===== config.mk =====
export PLATFORM = sky130hd
export DESIGN_NAME = rtse_cell
export DESIGN_NICKNAME = d
export VERILOG_FILES = /design/src/rtl/rtse_pkg.sv /design/src/rtl/rtse_cell.sv
export SDC_FILE = /design/constraint.sdc
export NUM_CORES = 1
export LEC_CHECK = 0
export BUFFER_PORTS_ARGS = -buffer_cell sky130_fd_sc_hd__buf_2
export CAP_MARGIN = 5
export CORE_AREA = 2 2 221 223
export CTS_CLUSTER_SIZE = 40
export DETAILED_ROUTE_END_ITERATION = 10
export DIE_AREA = 0 0 223 225
export HOLD_SLACK_MARGIN = 0.1
export PLACE_DENSITY = 0.72
export RECOVER_POWER = 100
export SYNTH_ARGS = -nofsm -noshare
export SYNTH_HDL_FRONTEND = slang
export SYNTH_SLANG_ARGS = --single-unit

===== constraint.sdc =====
create_clock -name aclk -period 9.2 [get_ports aclk]
set_input_delay 1.84 -clock aclk [delete_from_list [all_inputs] [get_ports aclk]]
set_output_delay 1.84 -clock aclk [all_outputs]
set_load 0.01 [all_outputs]

===== src/rtl/rtse_pkg.sv =====
// Shared types and constants for the replay token store.
package rtse_pkg;

    localparam int KEY_WORDS = 4;
    localparam int WORD_W    = 64;
    localparam int KEY_W     = KEY_WORDS * WORD_W;
    localparam int KEY_BYTES_MAX = KEY_W / 8;

    // Slot numbers are carried at the width of the largest supported store.
    localparam int SLOT_W = 10;

    localparam int STATUS_W = 2;
    localparam logic [STATUS_W-1:0] STATUS_STORED = 2'd0;
    localparam logic [STATUS_W-1:0] STATUS_REPLAY = 2'd1;
    localparam logic [STATUS_W-1:0] STATUS_EMPTY  = 2'd2;

    typedef logic [WORD_W-1:0]                 stamp_t;
    typedef logic [KEY_WORDS-1:0][WORD_W-1:0]  key_t;
    typedef logic [SLOT_W-1:0]                 slot_t;

    // Scan token that walks down the row of cells.
    typedef struct packed {
        logic   valid;
        logic   have_free;
        slot_t  free_slot;
        logic   have_match;
        logic   have_victim;
        stamp_t victim_exp;
        slot_t  victim;
    } tok_t;

    // Write broadcast to all cells at the end of a scan.
    typedef struct packed {
        logic   en;
        slot_t  slot;
        stamp_t expiry;
    } wr_t;

endpackage


===== src/rtl/rtse_cell.sv =====
// One store entry: holds a key and its expiry and updates the passing scan token.
module rtse_cell
    import rtse_pkg::*;
#(
    parameter int IDX = 0
) (
    input  logic   aclk,
    input  logic   aresetn,
    input  tok_t   tok_in,
    output tok_t   tok_out,
    input  key_t   req_key,
    input  stamp_t req_now,
    input  wr_t    wr
);

    localparam slot_t MY_SLOT = slot_t'(IDX);

    key_t   key_reg;
    key_t   key_next;
    stamp_t exp_reg;
    stamp_t exp_next;
    tok_t   tok_reg;
    tok_t   tok_next;
    logic   occupied;
    logic   due;
    logic   live;

    assign occupied = (exp_reg != '0);
    assign due      = (exp_reg <= req_now);
    assign live     = occupied && !due;

    always_comb begin
        tok_next = tok_in;
        if (tok_in.valid) begin
            if (!live) begin
                if (!tok_in.have_free) begin
                    tok_next.have_free = 1'b1;
                    tok_next.free_slot = MY_SLOT;
                end
            end else begin
                if (key_reg == req_key) begin
                    tok_next.have_match = 1'b1;
                end
                if (!tok_in.have_victim || (exp_reg < tok_in.victim_exp)) begin
                    tok_next.have_victim = 1'b1;
                    tok_next.victim_exp  = exp_reg;
                    tok_next.victim      = MY_SLOT;
                end
            end
        end
    end

    always_comb begin
        exp_next = exp_reg;
        key_next = key_reg;
        // A due entry is freed as the scan passes it.
        if (tok_in.valid && occupied && due) begin
            exp_next = '0;
        end
        if (wr.en && (wr.slot == MY_SLOT)) begin
            key_next = req_key;
            exp_next = wr.expiry;
        end
    end

    always_ff @(posedge aclk) begin
        if (!aresetn) begin
            exp_reg <= '0;
            tok_reg <= '0;
        end else begin
            exp_reg <= exp_next;
            tok_reg <= tok_next;
        end
    end

    // The key is only looked at while the entry is live.
    always_ff @(posedge aclk) begin
        key_reg <= key_next;
    end

    assign tok_out = tok_reg;

endmodule


* Word-level counts from Yosys, hierarchy flattened
Cells that the tools add are included.
** Operators by class
- Order comparisons :: 2
- Equal/unequal tests :: 1
- Muxes and demuxes :: 8
- Reductions and logical operators :: 10
** Operators with widths (number)
- $eq A256 B256 Y1 :: 1
- $mux W64 :: 2
- $mux W87 :: 1
- $mux W76 :: 1
- $mux W75 :: 1
- $le A64 B64 Y1 :: 1
- $lt A64 B64 Y1 :: 1
- $reduce_bool A64 Y1 :: 1
- $mux W11 :: 1
- $logic_not A10 Y1 :: 1
- $mux W10 :: 1
- $logic_and A1 B1 Y1 :: 4
- $logic_not A1 Y1 :: 2
- $reduce_bool A2 Y1 :: 1
- $logic_or A1 B1 Y1 :: 1
- $mux W1 :: 1
** Storage, ports and cells
- Flip-flop bits (word level) :: 408
- Input bits :: 485
- Output and inout port bits :: 88
- Logic and storage cells :: 33

* Depth between registers and ports, before layout
Gate-level depths: netlist of run 1.
- Word-level depth :: 5
- Gate-level depth with buffers :: 12
- Mapped depth without buffers :: 10

* Least setup slack after synthesis of run 1
No wires, ideal clock.
- Path type :: input port to flip-flop
- Start :: input wr[68] in the netlist's numbering
- End :: register exp_reg[33]
- Setup time :: 0.117 ns
- Data arrival time :: 8.109 ns
- Data required time :: 9.083 ns
- Path slack :: 0.974 ns
- Cell stages on the path :: 6
- Buffers on the path :: 1
- Path through :: nor4_1 nand3_1 inv_1 a211oi_4 buf_6 a22o_2
** On the way
- Longest elaborated chain between the ends :: 3
- Elaborated cells between the ends (all ways) :: 4
- Classes of those cells :: mux (1); reduce/logical (3)
** RTL lines
- start: declaration :: RTL line rtse_cell.sv:13 : input wr_t wr
- $logic_not A10 Y1 (*) :: RTL line rtse_cell.sv:60 : if (wr.en && (wr.slot == MY_SLOT)) begin
- $logic_and A1 B1 Y1 (*) :: RTL line rtse_cell.sv:60
- $mux W64 / $reduce_bool A2 Y1 (equally long branches)
- end signal: assignment :: RTL line rtse_cell.sv:71 : exp_reg <= exp_next;
- end: declaration :: RTL line rtse_cell.sv:20 : stamp_t exp_reg;
Mark *: on every way between the ends. The rest lies on a longest branch, timed or not.
A chain may end at the register's enable or synchronous reset.

* Worst setup path in the final report of run 1
- Start :: input req_now[47]
- End :: register tok_reg, in the netlist tok_out[52]
** On the way
- Longest elaborated chain between the ends :: 5
** RTL lines
- start: declaration :: RTL line rtse_cell.sv:12 : input stamp_t req_now,
- $le A64 B64 Y1 :: RTL line rtse_cell.sv:29 : assign due = (exp_reg <= req_now);
- $logic_not A1 Y1 :: RTL line rtse_cell.sv:30 : assign live = occupied && !due;
- $logic_and A1 B1 Y1 :: RTL line rtse_cell.sv:30
- $mux W76 :: RTL line rtse_cell.sv:35 : if (!live) begin
- $mux W87 :: RTL line rtse_cell.sv:34 : if (tok_in.valid) begin
- end signal: assignment :: RTL line rtse_cell.sv:72 : tok_reg <= tok_next;
- end: declaration :: RTL line rtse_cell.sv:22 : tok_t tok_reg;
Every way passes these cells.

==> tab_implementation.tex, run 1 <==
\begin{tabular}{lr}
\hline
Metric & Value \\
\hline
\multicolumn{2}{l}{\textbf{Outcome}} \\
\quad Run status & complete, but fails checks \\
\quad Failing checks & max-capacitance violations, max-slew violations \\
\multicolumn{2}{l}{\textbf{Yosys}} \\
\quad Synthesis-stage register bit count & 408 \\
\quad Gate Count Post-Synth & 1712 \\
\quad Cell area after synthesis & 0.0194 sq mm \\
\quad Post-synthesis area per instance & 11.4 sq um \\
\quad Ys async rst share & 0\% \\
\quad Number of library cell types mapped by synthesis & 50 \\
\quad Synth Flop Type & edfxtp\_1 \\
\quad Yosys warning count & 0 \\
\quad Sequential cell area fraction in the yosys report & 55.2\% \\
\quad Number of nets in the synthesized netlist & 2324 \\
\quad Post-synth EDFFs & 256 \\
\multicolumn{2}{l}{\textbf{Die}} \\
\quad Total die area & 0.0502 sq mm \\
\quad Die Width & 223 microns \\
\quad Initial Utilization & 40.9\% \\
\quad Count of standard-cell rows & 80 \\
\quad Height of the chip & 225 microns \\
\quad Number of primary I/O pins & 573 \\
\quad CORE AREA & 0.0475 sq mm \\
\multicolumn{2}{l}{\textbf{Timing}} \\
\quad Pin slew with the least headroom to its limit & 4.00 ns \\
\quad Headroom to the max-slew limit & -167\% \\
\quad Count of final hold-check violations & 0 \\
\quad Max Clock Skew & 0.0220 ns \\
\quad Final-report max-slew violation count & 213 \\
\quad Total Neg Setup Slack & 0 ns \\
\quad Minimum period implied by the final worst setup slack & 6.51 ns \\
\quad F\_max & 0.154 GHz \\
\quad Total setup violations reported at the end of the flow & 0 \\
\quad Setup repair after global routing missed its margin & false \\
\quad Final cycle utilization of the critical path & 70.8\% \\
\multicolumn{2}{l}{\textbf{Clock tree}} \\
\quad Count of H-tree levels built during CTS & 2 \\
\quad Buffers inserted by post-CTS timing repair & 0 \\
\quad Post-CTS Resized & 0 \\
\quad Clock sinks & 408 \\
\quad Bufs on Longest Clock Path & 3 \\
\quad Root cell of the clock tree & clkbuf\_16 \\
\quad Total CTS buffers & 46 \\
\quad Clock insertion delay at the later pin of the skew report & 0.57 ns \\
\quad Hold Buf Count CTS & 0 \\
\quad Clock transition at path regs & 0.05 ns \\
\quad TritonCTS clock tree & built \\
\multicolumn{2}{l}{\textbf{Route}} \\
\quad Total vias in the final route & 15.9k \\
\quad Post-route antenna net violation count & 0 \\
\quad Wire length after detailed routing & 66500 microns \\
\quad Post-route DRC & 0 \\
\quad Mean routed wirelength per cell & 22.4 microns \\
\quad Detailed Routing Iterations Pass 1 & 6 \\
\quad Initial drt markers & 1148 \\
\quad Via count normalized by instance count & 5.34 \\
\multicolumn{2}{l}{\textbf{Critical path}} \\
\quad Startpoint Class & input pin \\
\quad Type of the worst setup path & in -> reg \\
\quad Peak fanout along the critical path & 50 \\
\quad Crit end category & register \\
\quad Required time of the critical path & 9.67 ns \\
\quad Arrival time reported for the critical path endpoint & 6.98 ns \\
\multicolumn{2}{l}{\textbf{Final layout}} \\
\quad Max FFs per register & 256 \\
\quad Post-Route Utilization & 50.7\% \\
\quad Post-layout net count & 2913 \\
\quad Area added between synthesis and finish & 23.9\% \\
\quad Fraction of final layout cells with drive strength greater than 1 & 15.9\% \\
\multicolumn{2}{l}{\textbf{Pwr}} \\
\quad Relative contribution of the clock network to total power & 45.3\% \\
\quad Sequential Power Share & 47.2\% \\
\quad Worst IR Drop VDD & 0.000110 V \\
\quad Internal Pwr Total & 3.22 mW \\
\quad P\_sw & 0.958 mW \\
\quad Cell leakage power & 9.96 nW \\
\quad Power after layout & 4.18 mW \\
\quad Combinational fraction of design power & 7.5\% \\
\quad Power per Cell Area & 173 mW/mm\^{}2 \\
\quad Net switching fraction of the power & 22.9\% \\
\multicolumn{2}{l}{\textbf{GRT}} \\
\quad Largest net degree at the start of global routing & 122 \\
\quad Vias in the first global route & 16.2k \\
\quad Total GRT Usage & 25.6\% \\
\quad Global-route congestion overflow total & 0 \\
\quad First-pass GRT wire length & 96500 microns \\
\quad Number of antenna violations at the first check in global routing & 27 \\
\multicolumn{2}{l}{\textbf{Place}} \\
\quad Count of buffers inserted at the top-level ports & 572 \\
\quad Half-perimeter wire length after placement & 53300 microns \\
\quad Routability-driven placement congestion ratio & 0.971 \\
\multicolumn{2}{l}{\textbf{Min path}} \\
\quad Hold/Removal Path Class & reg -> reg \\
\multicolumn{2}{l}{\textbf{Flow run}} \\
\quad Max capacitance violation total & 4 \\
\hline
\end{tabular}
stage by stage:
| step | hold WS (ns) | instances | cell area [sq um] | setup WS (ns) |
|---|---|---|---|---|
| after detailed placement | 0.516 | 2868 | 22900 | 3.39 |
| after global placement | 0.502 | 2868 | 22900 | 3.47 |
| final | 0.521 | 2971 | 24100 | 2.69 |
| after floorplan | 0.472 | 1712 | 19400 | 0.974 |
| after CTS | 0.517 | 2952 | 24500 | 3.98 |
| after global routing | 0.553 | 2960 | 24100 | 2.36 |
area by class of cell:
cell class                      instances  area, sq um
Clock inverter                         26          293
Clock buffer                           58         1250
Tap cell                              615          769
Multi-Input combinational cell        991         7470
Inverter                              276         1040
Sequential cell                       408        10700
Fill cell                            4476        23500
Antenna cell                           19         47.5
Timing Repair Buffer                  578         2490
routing by layer:
layer / track usage, % / vias up / wire [microns]
met1: 30.1 / 7562 / 25400
met4: 10.2 / 24 / 2760
li1: - / 7411 / -
met2: 44.2 / 695 / 32200
met3: 7.28 / 166 / 5960
met5: 0 / - / 150
worst max-delay path, stage by stage:
cell and delay [ns]:
buf_2 0.08, inv_1 0.04, ha_1 0.30, nand4_1 0.19, nor4_1 0.60, nand2_1 0.18
nor4_1 0.31, nor3_1 0.12, a21o_2 0.26, nor2_1 1.73, buf_4 0.95, mux2i_1 0.29
cells by family (layout without fill, tap and decap cells):
kind of cell    after synthesis  in the layout  share of synthesized area [%]
fa+ha+maj                   127            127                           8.17
compound gates              303            303                           11.9
other cells                   0             19                              0
buf+inv                     313            938                           6.40
flops                       408            408                           55.2
xor+xnor                    120            120                           5.41
simple gates                377            377                           9.60
mux                          64             64                           3.30
cells in the mapped netlist, types with 11 or more instances:
cell         n  area share [%]
inv_1      275             5.3
edfxtp_1   256              40
nand2_1    168             3.2
dfxtp_1    152              16
ha_1       127             8.2
xor2_1      72             3.2
mux2i_1     64             3.3
nor4_1      60             1.9
a22o_2      53             2.7
nand4_1     53             1.7
a21oi_1     51             1.3
xnor2_1     48             2.2
o22ai_1     45             1.4
a221oi_1    33             1.5
nor2_1      33            0.64
a22o_1      29             1.3
o2bb2ai_1   27             1.2
clkbuf_1    22            0.42
o21ai_0     22            0.57
nand3_1     18            0.46
nand2b_1    11            0.35
nor3b_1     11            0.42
path summary, 6_finish.rpt:
check / startpoint / end / slack [ns] / depth (start not counted)
hold reg to reg: exp_reg[0] / tok_out[10] / 0.52 / 2
setup / recovery: req_now[47] / tok_out[52] / 2.69 / 12
hold / removal: exp_reg[0] / tok_out[10] / 0.52 / 2
setup reg to reg: exp_reg[47] / tok_out[52] / 3.59 / 10
power groups by stage:
| stage | Clock (mW) | Sequential, mW | Combinational, mW |
|---|---|---|---|
| final | 1.89 | 1.97 | 0.314 |
| after global routing | 1.99 | 1.97 | 0.345 |
| after CTS | 1.93 | 1.97 | 0.335 |
| after detailed placement | 0 | 2.01 | 0.332 |
| after global placement | 0 | 2.01 | 0.322 |
| after floorplan | 0 | 2.02 | 0.120 |
cell usage in the layout (no fill, tap or decap), types with 5 or more instances in the layout:
master and instances:
o22ai_1 45, nor3b_1 11, a221oi_1 33, a21oi_1 51
buf_2 241, nand4_1 53, a2111oi_0 5, a22o_1 29
clkbuf_16 47, xor2_1 72, clkbuf_1 341, ha_1 127
mux2i_1 64, edfxtp_1 256, nand2b_1 11, o211ai_1 5
nor3_1 7, nand2_1 168, clkinv_1 9, dfxtp_1 152
o21ai_0 22, nor4_1 60, inv_1 275, nand3_1 18
bufinv_16 6, a22o_2 53, nor2_1 32, nor2b_1 5
o2bb2ai_1 27, clkinv_2 7, a21o_1 8, xnor2_1 48
diode_2 19
(Power assumes the default switching activity.)
==> run 2, diff against run 1 <==
==> constraint.sdc (replaced) <==
create_clock -name aclk -period 6.47 [get_ports aclk]
set_input_delay 1.294 -clock aclk [delete_from_list [all_inputs] [get_ports aclk]]
set_output_delay 1.294 -clock aclk [all_outputs]
set_load 0.01 [all_outputs]
==> run 2 against run 1 <==
Net effect:
- the run still ends with max-capacitance violations, max-slew violations left
- setup slack got worse by 1.4 ns
- via count fell by 0.27%
- critical path type unchanged
- highest routed layer unchanged
- hold slack improved by 0.0067 ns
- global-route usage barely moved
==> tab_implementation.tex, run 2 (synthesis gave the netlist of run 1 again) <==
\begin{tabular}{lr}
\hline
Metric & Value \\
\hline
\multicolumn{2}{l}{\textbf{GRT}} \\
\quad Number of antenna violations at the first check in global routing & 29 \\
\quad First-pass GRT wire length & 96600 microns \\
\quad Total GRT Usage & 25.5\% \\
\quad Vias in the first global route & 16.4k \\
\quad Global-route congestion overflow total & 0 \\
\quad Largest net degree at the start of global routing & 158 \\
\multicolumn{2}{l}{\textbf{Flow run}} \\
\quad Max capacitance violation total & 4 \\
\multicolumn{2}{l}{\textbf{Route}} \\
\quad Initial drt markers & 1164 \\
\quad Mean routed wirelength per cell & 22.1 microns \\
\quad Post-route DRC & 0 \\
\quad Via count normalized by instance count & 5.32 \\
\quad Wire length after detailed routing & 65700 microns \\
\quad Total vias in the final route & 15.8k \\
\quad Detailed Routing Iterations Pass 1 & 6 \\
\quad Post-route antenna net violation count & 0 \\
\multicolumn{2}{l}{\textbf{Clock tree}} \\
\quad Hold Buf Count CTS & 0 \\
\quad Bufs on Longest Clock Path & 3 \\
\quad Buffers inserted by post-CTS timing repair & 0 \\
\quad Post-CTS Resized & 0 \\
\quad Clock transition at path regs & 0.06 ns \\
\quad Root cell of the clock tree & clkbuf\_16 \\
\quad TritonCTS clock tree & built \\
\quad Clock sinks & 408 \\
\quad Clock insertion delay at the later pin of the skew report & 0.57 ns \\
\quad Total CTS buffers & 45 \\
\quad Count of H-tree levels built during CTS & 2 \\
\multicolumn{2}{l}{\textbf{Final layout}} \\
\quad Final cell area excluding filler cells & 0.0241 sq mm \\
\quad Most common library cell in the layout ignoring fill and taps & clkbuf\_1 \\
\quad Max FFs per register & 256 \\
\quad Register cell area after layout & 0.0107 sq mm \\
\quad Area of combinational cells with multiple inputs & 0.00747 sq mm \\
\quad Final non-filler cell total & 2974 \\
\quad Post-Route Utilization & 50.6\% \\
\quad Fraction of final layout cells with drive strength greater than 1 & 16.3\% \\
\quad Fill cell total of the finished layout & 4376 \\
\quad Most frequent cells in the layout & clkbuf\_1, inv\_1, edfxtp\_1 \\
\quad Post-layout net count & 2915 \\
\quad Area added between synthesis and finish & 23.8\% \\
\multicolumn{2}{l}{\textbf{Die}} \\
\quad Height of the chip & 225 microns \\
\quad Initial Utilization & 40.9\% \\
\quad Total die area & 0.0502 sq mm \\
\quad Die Width & 223 microns \\
\quad CORE AREA & 0.0475 sq mm \\
\quad Number of primary I/O pins & 573 \\
\quad Count of standard-cell rows & 80 \\
\multicolumn{2}{l}{\textbf{Critical path}} \\
\quad Arrival time reported for the critical path endpoint & 5.37 ns \\
\quad Slowest cell on the critical path & clkbuf\_4 \\
\quad Peak fanout along the critical path & 157 \\
\quad Required time of the critical path & 6.67 ns \\
\quad Cell-by-cell listing of the critical path & buf\_2 -> nor4\_1 -> nand3\_1 -> clkinvlp\_2 -> clkbuf\_4 -> buf\_4 \\
\quad Type of the worst setup path & in -> reg \\
\quad Largest stage delay on the critical path & 1.71 ns \\
\quad Startpoint Class & input pin \\
\quad Buffers and inverters on the worst path & 4 \\
\quad Largest delay contributor family on the critical path & buffers and inverters \\
\quad Crit end category & register \\
\multicolumn{2}{l}{\textbf{Timing}} \\
\quad Headroom to the max-slew limit & -86.7\% \\
\quad Total setup violations reported at the end of the flow & 0 \\
\quad Minimum period implied by the final worst setup slack & 5.17 ns \\
\quad Final-report max-slew violation count & 295 \\
\quad Total Neg Setup Slack & 0 ns \\
\quad Post-route setup slack & 1.30 ns \\
\quad Final cycle utilization of the critical path & 79.9\% \\
\quad Count of final hold-check violations & 0 \\
\quad Setup repair after global routing missed its margin & false \\
\quad Hold WS & 0.528 ns \\
\quad F\_max & 0.194 GHz \\
\quad Max Clock Skew & 0.0164 ns \\
\quad Pin slew with the least headroom to its limit & 2.80 ns \\
\multicolumn{2}{l}{\textbf{Outcome}} \\
\quad Failing checks & max-capacitance violations, max-slew violations \\
\quad Run status & complete, but fails checks \\
\multicolumn{2}{l}{\textbf{Place}} \\
\quad Total placed cells including tap cells & 2871 \\
\quad Count of buffers inserted at the top-level ports & 572 \\
\quad Worst slack at placement & 1.52 ns \\
\quad Instance area after placement & 0.0230 sq mm \\
\quad Half-perimeter wire length after placement & 52900 microns \\
\quad Routability-driven placement congestion ratio & 0.940 \\
\multicolumn{2}{l}{\textbf{Pwr}} \\
\quad Worst IR Drop VDD & 0.000193 V \\
\quad Cell leakage power & 9.96 nW \\
\quad Power per Cell Area & 243 mW/mm\^{}2 \\
\quad Power after layout & 5.85 mW \\
\multicolumn{2}{l}{\textbf{Min path}} \\
\quad Hold/Removal Path Class & reg -> reg \\
\hline
\end{tabular}
## run 2: cell types whose count changed in the layout (fill, tap and decap cells not counted), moves of 2 or more
| cell | before | now |
|---|---|---|
| bufinv_16 | 6 | 3 |
| clkbuf_16 | 47 | 45 |
| clkbuf_2 | 0 | 2 |
| clkbuf_8 | 3 | 9 |
| clkinv_1 | 9 | 3 |
| inv_4 | 0 | 2 |
| inv_6 | 1 | 4 |
## run 2: final timing paths
| kind | startpoint | to | slack, ns | depth (start not counted) |
|---|---|---|---|---|
| worst max-delay path | wr[68] | key_reg[43] | 1.30 | 6 |
| worst min-delay path | exp_reg[37] | tok_out[47] | 0.53 | 2 |
| worst max register to register | exp_reg[47] | tok_out[26] | 1.77 | 10 |
| worst min register to register | exp_reg[37] | tok_out[47] | 0.53 | 2 |
## run 2: per-layer routing
layer	GRT usage (%)	vias to the layer above	wire, microns
met5	0	-	149
met4	13.3	24	3430
met3	7.43	174	5890
met2	42.1	740	30800
met1	30.4	7451	25400
li1	-	7426	-
## run 2: final cells by class
| type | count | area share [%] |
|---|---|---|
| flip-flops and latches | 408 | 44.6 |
| multi-input cells | 991 | 31.1 |
| repair buffers | 581 | 10.5 |
| clock buffers | 62 | 5.32 |
| inverters | 276 | 4.31 |
| well taps | 615 | 3.20 |
| clock inverters | 21 | 0.842 |
| diodes | 20 | 0.208 |
## run 2: worst register-to-register path: stages (launching register included)
cell and delay, ns:
dfxtp_1 0.38, ha_1 0.39, nand4_1 0.29, nor4_1 0.67, nand2_1 0.16, nor4_1 0.41
nor3_1 0.14, a21o_2 0.27, nor2_1 0.14, clkbuf_1 1.33, mux2i_1 0.30
## run 2: report_power, final
part	total, mW	switching [mW]	internal [mW]
clock network	2.60	1.09	1.51
registers	2.80	0.0107	2.79
logic	0.453	0.269	0.184
total	5.85	1.37	4.49
